**config.mk**
```make
export PLATFORM = sky130hd
export DESIGN_NAME = lmp_cell
export DESIGN_NICKNAME = d
export VERILOG_FILES = /design/src/hw/rtl/lmp_cell.sv
export SDC_FILE = /design/constraint.sdc
export NUM_CORES = 1
export LEC_CHECK = 0
export BUFFER_PORTS_ARGS = -buffer_cell sky130_fd_sc_hd__buf_2
export CAP_MARGIN = 15
export CORE_ASPECT_RATIO = 1.25
export CORE_MARGIN = 3
export CORE_UTILIZATION = 38
export DETAILED_ROUTE_END_ITERATION = 6
export PLACE_DENSITY = 0.65
export SLEW_MARGIN = 10
export SYNTH_ARGS = -nofsm -noshare
export SYNTH_HDL_FRONTEND = slang
export SYNTH_SLANG_ARGS = --single-unit
```
**constraint.sdc**
```tcl
create_clock -name clk -period 3.1 [get_ports clk]
set_input_delay 0.155 -clock clk [delete_from_list [all_inputs] [get_ports clk]]
set_output_delay 0.155 -clock clk [all_outputs]
set_load 0.005 [all_outputs]
```
**src/hw/rtl/lmp_cell.sv**
```systemverilog
// One column of the 3x3 window: holds three rows and judges them against the centre.
`timescale 1ns / 1ps
module lmp_cell #(
  parameter int VB     = 32,
  parameter int COLUMN = 0
) (
  input  logic                clk,
  input  logic                rst_n,
  input  logic                shift_en,
  input  logic [2:0][VB-1:0]  col_in,
  output logic [2:0][VB-1:0]  col_out,
  input  logic [VB-1:0]       centre,
  input  logic                top_ok,
  input  logic                bottom_ok,
  output logic                beats
);

  logic [2:0][VB-1:0] col_r;

  always_ff @(posedge clk) begin
    if (!rst_n) begin
      col_r <= '0;
    end else if (shift_en) begin
      col_r <= col_in;
    end
  end

  assign col_out = col_r;

  // Rows run oldest (top) to newest (bottom). An equal value wins only from the
  // left column, or from the row above in the centre column.
  always_comb begin
    logic row_ok;
    logic gt;
    logic eq;
    logic eq_wins;
    beats = 1'b0;
    for (int r = 0; r < 3; r++) begin
      row_ok  = (r == 0) ? top_ok : ((r == 2) ? bottom_ok : 1'b1);
      gt      = $signed(col_r[r]) > $signed(centre);
      eq      = col_r[r] == centre;
      eq_wins = (COLUMN == 0) || ((COLUMN == 1) && (r == 0));
      if (row_ok && !((COLUMN == 1) && (r == 1)) && (gt || (eq && eq_wins))) begin
        beats = 1'b1;
      end
    end
  end

endmodule

```
# After elaboration in Yosys (flattened, before gate mapping)
# Index checks and enable logic that the tools add are counted.
dict set report word_totals {
  out_inout_bits 97
  wordCells 17
  in_bits 133
  ff_bits 96
}
dict set report classes {
  eq_ne 3
  n_reduce_logical 5
  mux 3
  order_cmp 3
}
# operator n
set ops {}
lappend ops {{32-bit equality test} 3}
lappend ops {{32-bit > comparator} 3}
lappend ops {{1-bit logical OR} 3}
lappend ops {{1-bit 2-to-1 mux} 3}
lappend ops {{1-bit logical AND} 2}

# Logic depth before layout (Yosys ltp)
# Gate-level depths: netlist of run 1.
dict set report logic_depth {
  word_depth 6
  depth_mapped 9
  ltp_nobuf 9
}

# Worst setup path after synthesis of run 1
# Ideal clock, no wire load.
dict set report synth_timing {
  path_type {flip-flop to output port}
  startpoint {register col_r, in the netlist col_out[15]}
  endpoint {output beats}
  stages_incl_launch_ff 9
  path_buffers 0
  arrival_time_ns 2.099
  required_time_ns 2.945
  slack_ns 0.846
  path_cell_list {dfxtp_1 -> ha_1 -> nand4_1 -> or4_1 -> a21o_1 -> a32o_1 -> mux2i_1 -> nor2b_1 -> a211o_1}
}
dict set report synth_between {
  elab_chain_len 6
  word_cells_on_any_way 7
  cone_classes {1 x order compare; 1 x eq/ne; 3 x mux; 2 x reduce/logical}
}
# element line_no
set synth_rtl {}
lappend synth_rtl {{start, declared} 18} ;# logic [2:0][VB-1:0] col_r;
lappend synth_rtl {{start signal, assigned} 24} ;# col_r <= col_in;
lappend synth_rtl {{32-bit > comparator or 32-bit equality test (tied branches)} {40, 41}}
lappend synth_rtl {{1-bit logical OR (*)} 43} ;# if (row_ok && !((COLUMN == 1) && (r == 1)) && (gt || (eq && eq_wins))) begin
lappend synth_rtl {{1-bit logical AND (*)} 43}
lappend synth_rtl {{1-bit 2-to-1 mux (*) (3 in a row)} 43}
lappend synth_rtl {{end, declared} 15} ;# output logic beats
# Every way passes the cells marked *; elsewhere a longest branch is shown, timed or not.

# Worst setup path in the final report of run 1
# Same ends and word-level chain as after synthesis.

==> flow_summary.toml, run 1 <==
[cts]
post_cts_buffers = 0
cts_buffers = 9
clock_path_buffers = 2
clock_latency_ns = 0.35
root_buffer = "clkbuf_16"
htree_levels = 3
cts_tree = "done"
cts.sinks = 96
clk_pin_slew_ns = 0.07

[cells_and_area]
drive_gt1_share_pct = 31.5
largest_register_ffs = 96
utilization_pct = 50.8
fin_area_sq_mm = 0.00741
area_delta_synth_final_pct = 28.8
nNetsFinal = 1031
antenna_cells = 0

[yosys]
synth_area_sq_mm = 0.00575
synth-edff-count = 0
yosys-top-cells-area = "dfxtp_1 33%, ha_1 21%, mux2i_1 17%, nor2b_1 11%, a21oi_1 2.5%"
yosysTopAreaCellShare_pct = 33.4
syn_avg_cell_area_sq_um = 9.92
netlist_instances = 580
syn-num-nets = 809
ys_top_cells_by_count = "101 x nor2b_1, 97 x mux2i_1, 96 x dfxtp_1, 96 x ha_1, 37 x inv_1"
ys_warn_count = 0
synth_ff_type = "dfxtp_1"
async_flop_share_pct = 0
synth_seq_cells = 96
synth_top_area_cell = "dfxtp_1"
ys_types = 40
ys_seq_area_share_pct = 33.4
yosysMostFrequentCell = "nor2b_1"

[placed_design]
dpl_cell_area_sq_mm = 0.00708
dpl.hpwl_um = 13000
gp_congestion = 0.826
port_buffers = 229

[worst_setup_path]
cp.required_ns = 2.94
worstSetupPathType = "reg2out"
regToRegSetupSlack_ns = 2.43
worstReg2RegEnd = "col_out[35]$_SDFFE_PN0P_"
crit_chain = "ha_1 -> nand4_1 -> or4_1 -> a21o_1 -> a32o_1 -> mux2i_1 -> nor2b_1 -> a211o_1 -> buf_2"
crit_path_end_kind = "primary output"
crit_slowest_cell = "or4_1"
crit_buf_inv = 1
crit_family = "simple AND/OR/NAND/NOR gates"
cp-start-kind = "flip-flop"
worstPathArrival_ns = 2.82
crit_path_max_incr_delay_ns = 0.60
critPathMaxFanout = 3
r2r_start = "col_out[35]$_SDFFE_PN0P_"
r2r_cells = 2

[worst_hold_path]
hold-path-endpoint = "col_out[19]$_SDFFE_PN0P_"
holdPathStages = 3
hp-class = "in2reg"
hold_start = "col_in[19]"

[grt]
grt.total_usage_pct = 19.2
grt_max_degree = 56
grt_pass1_wl_um = 24600
antenna_found_initial = 0
grt_pass1_vias = 4787
grt-ovfl-total = 0

[sta]
max_freq_mhz = 336
setup_viol = 0
hold_ws_ns = 0.0534
drv_slew = 0
setup_tns_ns = 0
skew_ns = 0
fin_crit_sh_pct = 96.1
maxSlewHeadroom_pct = 57.5
rsz0062_at_grt = "false"
hold_violations = 0
worstMarginPinSlew_ns = 0.621
finalCriticalPeriod_ns = 2.98

[drt]
ant_nets = 0
totalWireLength_um = 16000
dr.first_iter.drc_count = 276
wire_per_inst_um = 16.3
dr.pass1.iters = 4
via_per_inst = 4.92
vias = 4843
drcViolationCount = 0

[power]
total_leakage_power_nw = 4.01
ir_drop_uv = 213
power_density_mw_per_mm2 = 423

[job]
max-cap-violations = 0

[run_status]
status = "finished clean"

[floorplan]
initial_core_util_pct = 39.4
core_sq_mm = 0.0146
die_h_um = 144
rows = 49
io_pins = 230
dieArea_sq_mm = 0.0167
die_w_um = 116
[worst min-delay path, cell delays in order]
cell and delay [ns]:
buf_2 0.07, mux2i_1 0.05, nor2b_1 0.09
[per-stage QoR]
stage               worst slack (ns)  std cells  total power, mW
floorplan                      0.846        580             1.75
global placement               0.215        969             2.02
detailed placement             0.261        969             2.02
CTS                           0.0307        985             3.17
global route                  0.0113        985             3.31
finish                         0.122        985             3.13
[where the power goes]
group          switching [mW]  internal (mW)  total, mW
logic                   0.301          0.316      0.617
registers              0.0663           1.31       1.37
clock network           0.496          0.647       1.14
total                   0.863           2.27       3.13
[layout by cell type, fill, tap and decap left out, drive strengths merged, types with 2 or more instances in the layout]
master   Yosys  final
o41ai        2      2
a21oi       29     29
a21boi       2      2
a21o        13     13
nand3        4      4
inv         37     37
mux2i       97     97
nand4       18     18
nand2       15     15
a211oi       4      4
ha          96     96
o2bb2ai      2      2
a2111oi      4      4
o211ai       3      3
or4          3      3
buf          6    232
nor2         7      7
o21a         2      2
o21ai        7      7
clkinv       0      3
clkbuf      15     11
dfxtp       96     96
nor2b      101    101
[what timing repair did]
action	4_1_cts	5_1_grt
resized for setup	1	6
hold buffers	0	0
pin swaps	0	2
gates cloned	0	0
endpoints found under the setup margin	1	1
[cell type report]
type	instances	area (sq um)
Clock buffer	11	243
Clock inverter	5	56.3
Fill cell	1445	7180
Inverter	37	139
Multi-Input combinational cell	426	3640
Sequential cell	96	1920
Tap cell	178	223
Timing Repair Buffer	232	1180
[how the worst max path moves through the flow]
stage | startpoint | to | slack [ns] | cells past startpoint
floorplan | col_out[15]$_SDFFE_PN0P_ | beats | 0.85 | 8
CTS | col_out[63]$_SDFFE_PN0P_ | beats | 0.03 | 9
global route | col_out[75]$_SDFFE_PN0P_ | beats | 0.01 | 9
finish | col_out[15]$_SDFFE_PN0P_ | beats | 0.12 | 9
global placement | centre[31] | beats | 0.22 | 11
detailed placement | centre[31] | beats | 0.26 | 11
[cells by family after synthesis]
group,share of synthesized area [%]
AND/OR/NAND/NOR,15.8
multiplexers,17.1
adder cells (fa/ha/maj),20.9
flip-flops,33.4
AO/OA/AOI/OAI,9.03
buffers and inverters,3.81
[per-layer routing]
layer	global-route usage, %	wire, um
met1	23.4	6720
met2	33.4	7970
met3	4.47	1020
met4	6.23	310
met5	0	5
No activity file was read; power rests on OpenSTA's default activity.
==> inputs of run 2 (changes only) <==
--- a/config.mk
+++ b/config.mk
@@ -11,6 +11,7 @@
 export CORE_MARGIN = 3
 export CORE_UTILIZATION = 38
 export DETAILED_ROUTE_END_ITERATION = 6
+export MAX_ROUTING_LAYER = met4
 export PLACE_DENSITY = 0.65
 export SLEW_MARGIN = 10
 export SYNTH_ARGS = -nofsm -noshare
==> run 2 against run 1 <==
Clock-buffer cell count stayed put. Maximum frequency hardly changed. Critical path depth is the same. Clock power hardly changed. Clock skew unchanged. Non-clock buffer count unchanged. Utilization stayed put. Setup slack is essentially flat. Sequential power hardly changed. Register-to-register slack hardly changed.
==> flow_summary.toml, run 2 (synthesized netlist as in run 1, its figures left out) <==
[floorplan]
rows = 49
core_sq_mm = 0.0146
dieArea_sq_mm = 0.0167
die_h_um = 144
die_w_um = 116
initial_core_util_pct = 39.4
io_pins = 230

[power]
p_int_mw = 2.27
total_leakage_power_nw = 4.01
seqPwrFrac_pct = 43.8
switching_share_pct = 27.6
power.switching_mw = 0.865
ir_drop_uv = 213
power_frac_comb_pct = 19.7
power_frac_clock_pct = 36.5
totalPowerFinal_mw = 3.14
power_density_mw_per_mm2 = 423

[worst_setup_path]
crit_family = "simple AND/OR/NAND/NOR gates"
worstSetupPathType = "reg2out"
critPathMaxFanout = 3
cp-start-kind = "flip-flop"
crit_buf_inv = 1
crit_path_end_kind = "primary output"
crit_path_max_incr_delay_ns = 0.60
crit_slowest_cell = "or4_1"
worstPathArrival_ns = 2.82
cp.required_ns = 2.94
regToRegSetupSlack_ns = 2.43
crit_chain = "ha_1 -> nand4_1 -> or4_1 -> a21o_1 -> a32o_1 -> mux2i_1 -> nor2b_1 -> a211o_1 -> buf_2"

[grt]
grt-ovfl-total = 0
antenna_found_initial = 0
grt_max_degree = 56
grt_pass1_vias = 4798
grt.total_usage_pct = 19.8
grt_pass1_wl_um = 24600

[cells_and_area]
ff_latch_area_sq_mm = 0.00192
nFillCells = 1445
final_cell_mix = "228 x buf_2, 101 x nor2b_1, 97 x mux2i_1"
utilization_pct = 50.8
nNetsFinal = 1031
multiInputGateArea_sq_mm = 0.00364
area_delta_synth_final_pct = 28.8
largest_register_ffs = 96
final_common_cell = "buf_2"
final_cells = 985
antenna_cells = 0
drive_gt1_share_pct = 31.5

[sta]
worstMarginPinSlew_ns = 0.619
finalCriticalPeriod_ns = 2.98
setup_viol = 0
max_freq_mhz = 336
skew_ns = 0
maxSlewHeadroom_pct = 57.6
rsz0062_at_grt = "false"
drv_slew = 0
setup_ws_ns = 0.121
fin_crit_sh_pct = 96.1
hold_violations = 0
setup_tns_ns = 0

[cts]
cts_tree = "done"
cts.sinks = 96
clock_latency_ns = 0.35
cts_buffers = 9
clock_path_buffers = 2
htree_levels = 3
clk_pin_slew_ns = 0.07
root_buffer = "clkbuf_16"

[drt]
wire_per_inst_um = 16.3
vias = 4859
totalWireLength_um = 16000
drcViolationCount = 0
via_per_inst = 4.93
dr.pass1.iters = 5
dr.first_iter.drc_count = 327
ant_nets = 0

[placed_design]
gp_congestion = 0.841
dpl.hpwl_um = 13000
pre_cts_slack_ns = 0.261
dp.cells = 969
port_buffers = 229

[job]
max-cap-violations = 0

[run_status]
status = "finished clean"

[worst_hold_path]
hp-class = "in2reg"
[run 2: cell type report]
cell class                 instances  share of cell area [%]
clock inverter                     5                   0.760
inverter                          37                    1.87
clock buffer                      11                    3.28
timing repair buffer             232                    16.0
tap                              178                    3.01
sequential                        96                    25.9
multi-input combinational        426                    49.2
[run 2: through the flow]
step	instance area, sq um	hold slack, ns
global route	7410	0.0607
detailed placement	7080	0.417
finish	7410	0.0535
floorplan	5750	0.325
CTS	7380	0.0423
global placement	7080	0.413
[run 2: routing by layer]
metal  up-vias  track usage (%)  part of all wire (%)
li1       2523                -                     -
met1      2150             23.5                    42
met2       167             33.5                    50
met3        19             3.96                   5.9
met4         0             6.23                   1.6
met5         -                -                     0
[run 2: what timing repair did]
action                     4_1_cts  5_1_grt
hold buffers                     0        0
resized for setup                1        6
hold endpoints to repair         0        0
buffers inserted                 0        0
pin swaps                        0        2
setup endpoints to repair        1        1
[run 2: worst register-to-register path, stage by stage (launching register included)]
cell	delay, ns
dfxtp_1	0.40
mux2i_1	0.09
nor2b_1	0.12
[run 2: final timing paths]
path | from | end | cells past startpoint
max | col_out[15]$_SDFFE_PN0P_ | beats | 9
min | col_in[19] | col_out[19]$_SDFFE_PN0P_ | 3
max reg2reg | col_out[35]$_SDFFE_PN0P_ | col_out[35]$_SDFFE_PN0P_ | 2
min reg2reg | col_out[64]$_SDFFE_PN0P_ | col_out[64]$_SDFFE_PN0P_ | 2
[run 2: power groups by stage]
| stage | combinational (mW) | clock [mW] | sequential [mW] |
|---|---|---|---|
| CTS | 0.624 | 1.17 | 1.38 |
| floorplan | 0.359 | 0 | 1.39 |
| detailed placement | 0.619 | 0 | 1.40 |
| finish | 0.618 | 1.14 | 1.37 |
| global route | 0.707 | 1.22 | 1.38 |
| global placement | 0.616 | 0 | 1.40 |
