`src/hw/rtl/lmp_pkg.sv`:
```
// Shared types and constants of the 3x3 local-maximum picker.
`timescale 1ns / 1ps
package lmp_pkg;

  localparam int OUTER_W   = 12;
  localparam int INNER_W   = 11;
  localparam int CORR_W    = 32;
  localparam int CFG_IDX_W = 2;
  localparam int CFG_DAT_W = 32;
  localparam int LL_FIELD_W = 12;
  localparam int LC_W      = 13;

  localparam int COUNT_MAX = 4096;
  localparam int OUT_DEPTH = 4;
  localparam int OUT_CNT_W = 3;

  localparam logic [CFG_IDX_W-1:0] REG_LINE_LENGTH    = 2'd0;
  localparam logic [CFG_IDX_W-1:0] REG_LINE_COUNT     = 2'd1;
  localparam logic [CFG_IDX_W-1:0] REG_PEAK_THRESHOLD = 2'd2;

  localparam logic signed [CORR_W-1:0] THR_RESET = 32'sd10;
  localparam logic [LC_W-1:0]          LC_RESET  = 13'd1;

  // Neighbourhood check scheduled for one item.
  typedef struct packed {
    logic               active;
    logic               left_ok;
    logic               right_ok;
    logic               top_ok;
    logic               bottom_ok;
    logic [OUTER_W-1:0] outer;
    logic [INNER_W-1:0] inner;
  } chk_t;

  // One reported peak.
  typedef struct packed {
    logic [OUTER_W-1:0] outer;
    logic [INNER_W-1:0] inner;
    logic [CORR_W-1:0]  value;
  } res_t;

endpackage

```
`src/hw/rtl/lmp_out_fifo.sv`:
```
// Small result queue between the judging stage and the output channel.
`timescale 1ns / 1ps
module lmp_out_fifo
  import lmp_pkg::*;
(
  input  logic                 clk,
  input  logic                 rst_n,
  input  logic                 push,
  input  res_t                 push_data,
  input  logic                 pop,
  output logic                 not_empty,
  output res_t                 head,
  output logic [OUT_CNT_W-1:0] count
);

  localparam int PtrW = $clog2(OUT_DEPTH);

  res_t                 entry_r [OUT_DEPTH];
  logic [PtrW-1:0]      wr_ptr_r;
  logic [PtrW-1:0]      rd_ptr_r;
  logic [OUT_CNT_W-1:0] count_r;
  logic                 do_pop;

  assign not_empty = count_r != '0;
  assign do_pop    = pop && not_empty;
  assign head      = entry_r[rd_ptr_r];
  assign count     = count_r;

  always_ff @(posedge clk) begin
    if (push) begin
      entry_r[wr_ptr_r] <= push_data;
    end
  end

  always_ff @(posedge clk) begin
    if (!rst_n) begin
      wr_ptr_r <= '0;
      rd_ptr_r <= '0;
      count_r  <= '0;
    end else begin
      if (push) begin
        wr_ptr_r <= wr_ptr_r + PtrW'(1);
      end
      if (do_pop) begin
        rd_ptr_r <= rd_ptr_r + PtrW'(1);
      end
      if (push && !do_pop) begin
        count_r <= count_r + OUT_CNT_W'(1);
      end else if (!push && do_pop) begin
        count_r <= count_r - OUT_CNT_W'(1);
      end
    end
  end

endmodule

```
`config.mk`:
```
export PLATFORM = sky130hd
export DESIGN_NAME = lmp_out_fifo
export DESIGN_NICKNAME = d
export VERILOG_FILES = /design/src/hw/rtl/lmp_pkg.sv /design/src/hw/rtl/lmp_out_fifo.sv
export SDC_FILE = /design/constraint.sdc
export NUM_CORES = 1
export LEC_CHECK = 0
export BUFFER_PORTS_ARGS = -buffer_cell sky130_fd_sc_hd__buf_2
export CORE_AREA = 4 4 151 153
export CTS_CLUSTER_DIAMETER = 40
export DETAILED_ROUTE_END_ITERATION = 6
export DIE_AREA = 0 0 155 157
export GPL_TIMING_DRIVEN = 1
export PLACE_DENSITY = 0.69
export SYNTH_ARGS = -nofsm -noshare
export SYNTH_HDL_FRONTEND = slang
export SYNTH_SLANG_ARGS = --single-unit
```
`constraint.sdc`:
```
create_clock -name clk -period 2.75 [get_ports clk]
set_clock_uncertainty 0.15 [all_clocks]
set_input_delay 0.4125 -clock clk [delete_from_list [all_inputs] [get_ports clk]]
set_output_delay 0.4125 -clock clk [all_outputs]
set_load 0.005 [all_outputs]
```
# Word-level counts from Yosys, hierarchy flattened
# Memories as Yosys holds them, arrays and structs flattened. A register that Yosys moved wholly into a read port is not among the register bits.
# Index checks and enable logic that the tools add are counted.
# classes
n_reduce_logical	7
addsub	4
muxes	6
# op_table
op	count
$mux 3	2
$add 2x1->2 const B	2
$mux 2	2
$add 3x1->3 const B	1
$logic_and 1x1->1	3
$reduce_bool 3->1	1
$sub 3x1->3 const B	1
$logic_not 1->1	2
$mux 1	2
$reduce_bool 2->1	1
# word_totals
regBits	7
mem_bits_rw	220
word_cells	21
input_bits	59
mem_count	1
# memory_table
memory	words	word_bits	rd	rd_ports_with_merged_regs	wr	line	text
entry_r	4	55	1	1	1	lmp_out_fifo.sv:18	res_t entry_r [OUT_DEPTH];

# Depth between registers and ports, before layout
# Gate-level depths: netlist (run 1).
# logic_depth
word_depth	5
mapped_depth	7

# Worst setup path after synthesis (run 1)
# Ideal clock, no wire load.
# synth_timing
path_kind	flip-flop to flip-flop
from	register wr_ptr_r[0]
to	memory entry_r[2][0] (netlist bit) (enable)
arrival_ns	1.845
setup_slack_ns	0.337
required_ns	2.182
period_less_slack_ns	2.413
stages_incl_launch_ff	4
path_cell_list	dfxtp_1 -> inv_1 -> ha_1 -> and2_1
# synth_lines
item	line	text
from (decl)	lmp_out_fifo.sv:19	logic [PtrW-1:0] wr_ptr_r;
from (signal assigned)	lmp_out_fifo.sv:42	wr_ptr_r <= wr_ptr_r + PtrW'(1);
to (decl)	lmp_out_fifo.sv:18	
# Straight into the memory's write port.

==> reports/metrics.yaml, run 1 <==
die:
  rows: 54
  initial_core_util_pct: 39.2
  ios: 118
  chipHeight_um: 157
  die_w_um: 155
  core_um2: 21600
  dieArea_um2: 24300
synth:
  synth_warnings: 0
  synth_edf_count: 220
  yosys.area.top_type: "edfxtp_1"
  yosysTopAreaCellShare_pct: 78.1
  synth_common_cells: "edfxtp_1 (220), mux4_2 (50), and2_1 (9), dfxtp_1 (9)"
  synth-seq-area-share_pct: 80.2
  synth_flop_cell: "edfxtp_1"
  ys_seq_elements: 229
  syn_area_um2: 8460
  syn_inst: 329
  synth_most_common_cell: "edfxtp_1"
  postSynthAreaPerCell_um2: 25.7
  synthDistinctLibCells: 21
  synth_fp_nets: 394
  async_reset_ff_share_pct: 0
  synth_area_leaders: "edfxtp_1 (78%), mux4_2 (13%), dfxtp_1 (2.1%)"
global_route:
  grt.total_usage_pct: 13.0
  grt_use_met1_pct: 17.2
  met2_usage_pct: 22.0
  grt_start_max_net_pins: 38
  grt_busiest_layer: "met2"
  grt_pass1_wl_um: 24700
  grt_overflow_total: 0
  antenna_found_initial: 1
  met3_usage_pct: 2.91
  grt_pass1_vias: 4442
setup_path:
  path_max_fanout: 10
  cp_data_required_time_ns: 2.19
  rrSetupSlack_ns: 0.48
  timing.rr.end: "count[2]$_SDFFE_PN0P_"
  critPathKind: "reg2out"
  crit_arrival_ns: 1.97
  r2r_start: "count[1]$_SDFFE_PN0P_"
  cp-end-kind: "output port"
  r2r_cells: 7
  worstSetupStartpointType: "flop"
cts:
  cts_max_level: 1
  clockRootBuffer: "clkbuf_16"
  cts_max_path_buffers: 3
  numCtsBuffers: 28
  cts_sinks: 229
  cts_tree: "yes"
  clk_pin_slew_worst_paths_ns: 0.06
  clk_latency_ns: 0.52
placed_design:
  dp_hpwl_um: 9440
  gp_congestion: 0.669
  port_buffers: 117
run:
  drv_cap: 0
status:
  status: "complete, no violations"
power_and_ir_drop:
  leakage_nw: 3.78
  power.density_nw_per_um2: 866
  ir_worst_vdd_uv: 448
  finalPower_mw: 9.48
detailed_routing:
  num_vias: 4051
  antenna_left: 0
  drt_wl_total_um: 15700
  wire_per_inst_um: 18.7
  first_iter_violations: 170
  routed_via_density: 4.83
  first_pass_iters: 4
  drc_errors: 0
finish:
  drive_gt1_share_pct: 42.5
  synthToLayoutAreaGrowth_pct: 29.3
  nets: 602
timing:
  slew_headroom_pct: 61.1
  post-route-period-util_pct: 92.1
  fin_tns_setup_ns: 0
  drv_slew: 0
  min_period_ns: 2.53
  rsz0062_at_grt: "false"
  setup_violations: 0
  worst_slew_pin_slew_ns: 0.583
  finalHoldViolCount: 0
  max_freq_mhz: 395
worst_hold_path:
  hold_class: "in2reg"
  worstHoldPathCells: 2
  holdPathEnd: "count[0]$_SDFFE_PN0P_"
  hp-start: "rst_n"
[worst max-delay path: stages, from the launching register on]
cell and delay, ns:
dfxtp_4 0.45, buf_12 0.13, buf_4 0.20, mux4_2 0.52, buf_2 0.15
[per-stage QoR]
step	hold slack, ns	worst slack, ns	area, um^2	std cells	util [%]
final	0.0505	0.216	10900	839	50.8
after global routing	0.0557	0.0753	10900	839	50.8
after CTS	0.0369	0.0542	10900	829	50.3
after detailed placement	0.413	0.508	9400	723	43.6
after global placement	0.370	0.597	9400	723	43.6
after floorplan	0.361	0.337	8460	329	-
[cell type report]
class                           instances  area, um^2
Fill cell                            1698       10600
Antenna cell                            1        2.50
Multi-Input combinational cell         85        1530
Timing Repair Buffer                  190        1350
Clock buffer                           36         772
Clock inverter                         15         130
Sequential cell                       229        6790
Inverter                                3        11.3
Tap cell                              280         350
[cell families (layout without fill, tap and decap cells)]
kind of cell	Yosys count	after routing	synth area share, %
other cells	0	1	0
flops	229	229	80.2
fa+ha+maj	6	6	0.976
mux	57	57	15.1
xor+xnor	5	5	0.518
simple gates	13	13	0.961
buf+inv	15	244	1.80
compound gates	4	4	0.399
[worst max path at each step]
stage	slack, ns	to	cells after the start	from
detailed placement	0.51	count[2]$_SDFFE_PN0P_	7	count[1]$_SDFFE_PN0P_
finish	0.22	head[36]	4	flop
global route	0.08	head[54]	3	flop
CTS	0.05	head[54]	3	flop
floorplan	0.34	entry_r[2][0]$_DFFE_PP_	3	wr_ptr_r[0]$_SDFFE_PN0P_
global placement	0.60	count[2]$_SDFFE_PN0P_	7	count[1]$_SDFFE_PN0P_
[placed cells by master, fill, tap and decap left out, types with 3 or more instances in the layout]
master,instances
buf_4,12
buf_12,5
dlygate4sd3_1,55
xnor2_1,3
ha_1,5
mux4_2,50
and2_1,5
edfxtp_1,220
clkbuf_1,5
inv_6,5
clkbuf_16,29
clkinv_2,4
inv_1,3
buf_2,117
mux4_1,5
dfxtp_1,7
and2_4,4
[report_power, final]
part	leakage (nW)	total, mW	internal (mW)	switching, mW
registers	2.10	4.14	4.03	0.104
logic	1.25	1.89	1.10	0.793
clock network	0.440	3.45	2.09	1.36
[metal layers]
| layer | routed length [um] | share of wire (%) |
|---|---|---|
| met1 | 6540 | 42 |
| met5 | 0 | 0 |
| met3 | 901 | 5.7 |
| met4 | 287 | 1.8 |
| met2 | 8000 | 51 |
[sequential cells by signal, indices dropped and copies added (netlist names), named ones only]
| name | cells |
|---|---|
| rd_ptr_r | 2 |
| count | 3 |
| entry_r | 220 |
| wr_ptr_r | 2 |
[timing repair]
| item | CTS | global route |
|---|---|---|
| buffers inserted | 0 | 9 |
| setup endpoints to repair | 0 | 2 |
| resized for setup | 0 | 1 |
| hold endpoints to repair | 220 | 0 |
| hold buffers | 55 | 0 |
Note: power is estimated with default switching activity, not from simulation.
==> inputs of run 2 (changes only) <==
- ABC_CLOCK_PERIOD_IN_PS: default -> 3200
- clock period: 2.75 -> 3.2 ns (I/O delays scaled with it)
==> reports/metrics.yaml, run 2 (synthesis results as in run 1) <==
finish:
  top_register: "entry_r"
  largest_register_ffs: 220  # unchanged
  synthToLayoutAreaGrowth_pct: 25.8
  final_common_cell: "edfxtp_1"
  nets: 561  # -6.8%
  diodes: 0  # -1
  final_cell_mix: "edfxtp_1 (220), buf_2 (117), mux4_2 (50)"
  drive_gt1_share_pct: 44.2  # +1.8 points
detailed_routing:
  first_iter_violations: 173  # +1.8%
  drt_wl_total_um: 15700  # -0.39%
  drc_errors: 0  # unchanged
  num_vias: 3968  # -2.0%
  first_pass_iters: 4  # unchanged
  antenna_left: 0  # unchanged
  routed_via_density: 4.96  # +2.7%
  wire_per_inst_um: 19.6  # +4.5%
power_and_ir_drop:
  clockPowerShare_pct: 40.7  # +4.3 points
  p_sw_mw: 1.99  # -12%
  leakage_nw: 3.65  # -3.5%
  ir_worst_vdd_uv: 478  # +6.7%
  swShare_pct: 23.6  # -0.20 points
  power.density_nw_per_um2: 795  # -8.3%
  cellInternalPower_mw: 6.46  # -11%
  power_frac_seq_pct: 41.7  # -1.9 points
  p_comb_share_pct: 17.6  # -2.3 points
  finalPower_mw: 8.46  # -11%
global_route:
  grt_busiest_layer: "met2"
  grt_overflow_total: 0  # unchanged
  met3_usage_pct: 3.52  # +0.60 points
  grt_pass1_wl_um: 24600  # -0.50%
  grt_pass1_vias: 4395  # -1.1%
  grt.total_usage_pct: 12.9  # -0.024 points
  grt_use_met1_pct: 16.6  # -0.56 points
  met2_usage_pct: 22.2  # +0.17 points
  grt_start_max_net_pins: 56  # +47%
  antenna_found_initial: 2  # +1
cts:
  cts_max_level: 1  # unchanged
  cts_max_path_buffers: 3  # unchanged
  cts_tree: "yes"
  clockRootBuffer: "clkbuf_16"
  clk_latency_ns: 0.53  # about the same
  cts_sinks: 229  # unchanged
  clk_pin_slew_worst_paths_ns: 0.06  # about the same
  postCtsSetupRepairBufs: 0  # unchanged
  numCtsBuffers: 30  # +7.1%
setup_path:
  cp_slowest_stage_delay_ns: 0.63  # +0.11 ns
  critPathKind: "reg2out"
  cp_top_family: "multiplexers"
  cp-end-kind: "output port"
  worstSetupStartpointType: "flop"
  path_max_fanout: 55  # +45
  cp_data_required_time_ns: 2.57  # +0.38 ns
  slowest_stage: "mux4_1"
  crit_chain: "buf_12 -> mux4_1 -> buf_2"
  critical_path_buf_inv_count: 2  # -1
  crit_arrival_ns: 2.07  # +0.10 ns
die:
  dieArea_um2: 24300  # unchanged
  chipHeight_um: 157  # unchanged
  core_um2: 21600  # unchanged
  initial_core_util_pct: 39.2  # unchanged
  ios: 118  # unchanged
  rows: 54  # unchanged
  die_w_um: 155  # unchanged
placed_design:
  port_buffers: 117  # unchanged
  gp_congestion: 0.646  # -3.5%
  dp_hpwl_um: 8730  # -7.5%
timing:
  post-route-period-util_pct: 84.5
  rsz0062_at_grt: "false"
  fin_tns_setup_ns: 0  # unchanged
  setup_violations: 0  # unchanged
  min_period_ns: 2.70
  worst_slew_pin_slew_ns: 0.887  # +0.303 ns
  drv_slew: 0  # unchanged
  slew_headroom_pct: 40.9  # -20 points
  max_freq_mhz: 370
  finalHoldViolCount: 0  # unchanged
worst_hold_path:
  hold_class: "in2reg"
status:
  status: "complete, no violations"
run:
  drv_cap: 0  # unchanged
==> run 2: cell count changes in the layout (fill, tap and decap cells not counted) <==
cell / before / now
buf_12: 5 / 1
buf_16: 1 / 0
buf_4: 12 / 2
bufinv_16: 1 / 5
clkbuf_1: 5 / 0
clkbuf_16: 29 / 31
clkbuf_8: 2 / 0
clkinv_1: 1 / 3
clkinv_2: 4 / 5
clkinv_4: 2 / 5
diode_2: 1 / 0
dlygate4sd3_1: 55 / 27
inv_6: 5 / 3
inv_8: 0 / 2
==> run 2: what timing repair did <==
| item | CTS | global route |
|---|---|---|
| hold buffers | 26 | 1 |
| resized for setup | 0 | 0 |
| endpoints found under the hold margin | 93 | 2 |
==> run 2: worst paths after layout <==
check / from / to / slack [ns] / depth (start not counted)
setup / recovery: flop / head[44] / 0.50 / 3
hold / removal: push_data[51] / entry_r[2][51]$_DFFE_PP_ / 0.02 / 1
setup reg to reg: count[1]$_SDFFE_PN0P_ / count[2]$_SDFFE_PN0P_ / 0.88 / 7
hold reg to reg: wr_ptr_r[1]$_SDFFE_PN0P_ / wr_ptr_r[1]$_SDFFE_PN0P_ / 0.42 / 2
==> run 2: layout make-up <==
class	count	area (um^2)
inverter	3	11.3
fill	1737	10900
tap	280	350
multi-input combinational	85	1530
clock buffer	31	776
sequential	229	6790
timing repair buffer	147	891
clock inverter	25	294
==> run 2: through the flow <==
step	utilization [%]	setup WS [ns]	hold WS (ns)	instances	area [um^2]
6_report	49.4	0.497	0.0229	800	10600
5_1_grt	49.4	0.373	0.000804	800	10600
4_1_cts	49.3	0.426	0.000146	799	10600
3_5_place_dp	43.2	0.898	0.420	717	9300
3_3_place_gp	43.2	1.01	0.368	717	9300
2_1_floorplan	-	0.787	0.372	329	8460
==> run 2: power groups by stage <==
| stage | Clock (mW) | Sequential, mW | Combinational (mW) |
|---|---|---|---|
| final | 3.44 | 3.53 | 1.49 |
| after global routing | 3.67 | 3.55 | 1.63 |
| after CTS | 3.52 | 3.53 | 1.54 |
| after detailed placement | 0 | 3.59 | 1.50 |
| after global placement | 0 | 3.58 | 1.48 |
| after floorplan | 0 | 3.58 | 1.06 |
==> run 2: routing by layer <==
| layer | vias up | routed length, um |
|---|---|---|
| met2 | 120 | 7900 |
| met5 | - | 21 |
| met4 | 4 | 243 |
| met1 | 2069 | 6570 |
| met3 | 24 | 938 |
| li1 | 1751 | - |
==> inputs of run 3 (changes only) <==
- ABC_AREA: default -> 1
- ABC_CLOCK_PERIOD_IN_PS: 3200 -> 2300
- CORE_AREA: 4 4 151 153 -> 4 4 152 154
- DIE_AREA: 0 0 155 157 -> 0 0 156 158
- PLACE_DENSITY: 0.69 -> 0.72
- clock period: 3.2 -> 2.3 ns (I/O delays scaled with it)
==> reports/metrics.yaml, run 3 <==
status:
  status: "complete, no violations"
power_and_ir_drop:
  leakage_nw: 4.02  # +10%
  power.density_nw_per_um2: 1030  # +30%
  ir_worst_vdd_uv: 655  # +37%
  finalPower_mw: 11.5  # +36%
setup_path:
  cp_slowest_stage_delay_ns: 0.40  # -0.23 ns
  critPathKind: "reg2out"
  crit_arrival_ns: 1.75  # -0.32 ns
  path_max_fanout: 46  # -16%
  crit_chain: "inv_4 -> buf_12 -> nor2_1 -> o22ai_1 -> buf_2"
  cp-end-kind: "output port"
  r2r_cells: 12  # +5
  slowest_stage: "dfxtp_4"
  worstSetupStartpointType: "flop"
  cp_data_required_time_ns: 1.80  # -0.77 ns
finish:
  nFillCells: 1781  # +2.5%
  final_cell_area_um2: 11100  # +4.4%
  synthToLayoutAreaGrowth_pct: 29.0
  final_core_util_pct: 51.2  # +1.8 points
  drive_gt1_share_pct: 23.5  # -21 points
  largest_register_ffs: 220  # unchanged
  top_register: "entry_r"
  nets: 846  # +51%
  final_common_cell: "edfxtp_1"
  diodes: 0  # unchanged
  final_cell_mix: "edfxtp_1 (220), buf_2 (117), nor2_1 (116)"
synth:
  synth-seq-area-share_pct: 78.8  # -1.4 points
  synth_common_cells: "edfxtp_1 (220), nor2_1 (116), o21ai_0 (68)"
  synth_area_leaders: "edfxtp_1 (77%), nor2_1 (5.1%), o22ai_1 (4.0%)"
  synthDistinctLibCells: 18  # -14%
  syn_inst: 594  # +81%
  ys_seq_elements: 229  # unchanged
  synth_flop_cell: "edfxtp_1"
  yosys.area.top_type: "edfxtp_1"
  synth_fp_nets: 659  # +67%
  synth_most_common_cell: "edfxtp_1"
  postSynthAreaPerCell_um2: 14.5  # -44%
  async_reset_ff_share_pct: 0  # unchanged
  synth_warnings: 0  # unchanged
  synth_edf_count: 220  # unchanged
  syn_area_um2: 8610  # +1.8%
  yosysTopAreaCellShare_pct: 76.7  # -1.4 points
detailed_routing:
  routed_via_density: 5.05  # +1.7%
  first_iter_violations: 331  # +91%
  num_vias: 5450  # +37%
  wire_per_inst_um: 17.0  # -13%
  antenna_left: 0  # unchanged
  drc_errors: 0  # unchanged
  first_pass_iters: 6  # +2
  drt_wl_total_um: 18300  # +17%
timing:
  hold-worst-slack_ns: 0.0507  # +0.0278 ns
  min_period_ns: 2.24
  worst_slew_pin_slew_ns: 0.443  # -0.444 ns
  finalHoldViolCount: 0  # unchanged
  slew_headroom_pct: 70.5  # +30 points
  rsz0062_at_grt: "true"
  drv_slew: 0  # unchanged
  fin_tns_setup_ns: 0  # unchanged
  max_freq_mhz: 446
  setup_violations: 0  # unchanged
  post-route-period-util_pct: 97.5
cts:
  cts_sinks: 229  # unchanged
  clk_pin_slew_worst_paths_ns: 0.06  # about the same
  clockRootBuffer: "clkbuf_16"
  numCtsBuffers: 26  # -13%
  cts_max_path_buffers: 3  # unchanged
  cts_max_level: 1  # unchanged
  cts_tree: "yes"
  clk_latency_ns: 0.51  # -0.02 ns
global_route:
  grt_start_max_net_pins: 65  # +16%
  grt.total_usage_pct: 14.4  # +1.5 points
  grt_overflow_total: 0  # unchanged
  grt_pass1_vias: 5469  # +24%
  antenna_found_initial: 0  # -2
  grt_pass1_wl_um: 28200  # +15%
die:
  rows: 54  # unchanged
  dieArea_um2: 24600  # +1.3%
  core_um2: 21700  # +0.63%
  initial_core_util_pct: 39.7  # +0.45 points
  ios: 118  # unchanged
  die_w_um: 156  # +0.65%
  chipHeight_um: 158  # +0.64%
placed_design:
  gp_congestion: 0.735  # +14%
  port_buffers: 117  # unchanged
  dp_hpwl_um: 10100  # +16%
  dpl_cell_area_um2: 9520  # +2.4%
run:
  drv_cap: 0  # unchanged
worst_hold_path:
  hold_class: "in2reg"
  worstHoldPathCells: 3  # +2
-- run 3: cell type report --
class | instances | area (um^2) | area share (%)
well taps | 280 | 350 | 3.15
multi-input cells | 314 | 1540 | 13.9
clock inverters | 16 | 191 | 1.72
inverters | 16 | 62.6 | 0.563
flip-flops and latches | 229 | 6790 | 61.2
repair buffers | 194 | 1470 | 13.2
clock buffers | 31 | 701 | 6.31
-- run 3: final timing paths --
path	to	startpoint	slack, ns
max reg2reg	count[2]$_SDFFE_PN0P_	count[0]$_SDFFE_PN0P_	0.37
max	head[39]	flop	0.06
min	wr_ptr_r[1]$_SDFFE_PN0P_	push	0.05
min reg2reg	rd_ptr_r[0]$_SDFFE_PN0P_	rd_ptr_r[0]$_SDFFE_PN0P_	0.36
-- run 3: routing by layer --
layer	GRT usage, %	vias up	routed length [um]
li1	-	2602	-
met1	18.6	2656	7830
met2	24.5	159	8920
met3	3.28	33	1220
met4	4.29	0	352
met5	0	-	0
-- run 3: power breakdown --
| part | total [mW] | internal (mW) | switching, mW |
|---|---|---|---|
| logic | 2.43 | 1.01 | 1.42 |
| clock network | 4.15 | 2.63 | 1.53 |
| registers | 4.90 | 4.80 | 0.0988 |
| total | 11.5 | 8.43 | 3.05 |
-- run 3: logic make-up (layout without fill, tap and decap cells) --
group,after synthesis,after routing,share of synthesized area [%]
flops,229,229,78.8
fa+ha+maj,6,6,0.959
simple gates,134,134,5.89
buf+inv,51,257,3.37
xor+xnor,1,1,0.102
compound gates,173,173,10.9
-- run 3: worst max-delay path, delay by kind of cell (launching register included) --
kind                   cells  cell delay, ns
AOI/OAI and AO/OA          1            0.23
DFF                        1            0.40
and+or+nand+nor            1            0.07
buffers and inverters      3            0.52
-- run 3: metrics by stage --
step	worst slack, ns	cells
after floorplan	0.0798	594
after global placement	0.430	971
after detailed placement	0.392	971
after CTS	0.00974	1078
after global routing	-0.0272	1080
final	0.0564	1080
-- run 3: timing repair --
| item | in CTS | in global routing |
|---|---|---|
| pin swaps | 0 | 2 |
| hold endpoints to repair | 226 | 0 |
| endpoints found under the setup margin | 41 | 25 |
| setup buffers | 2 | 1 |
| hold buffers | 57 | 0 |
| resized for setup | 1 | 6 |
| cloned | 1 | 1 |
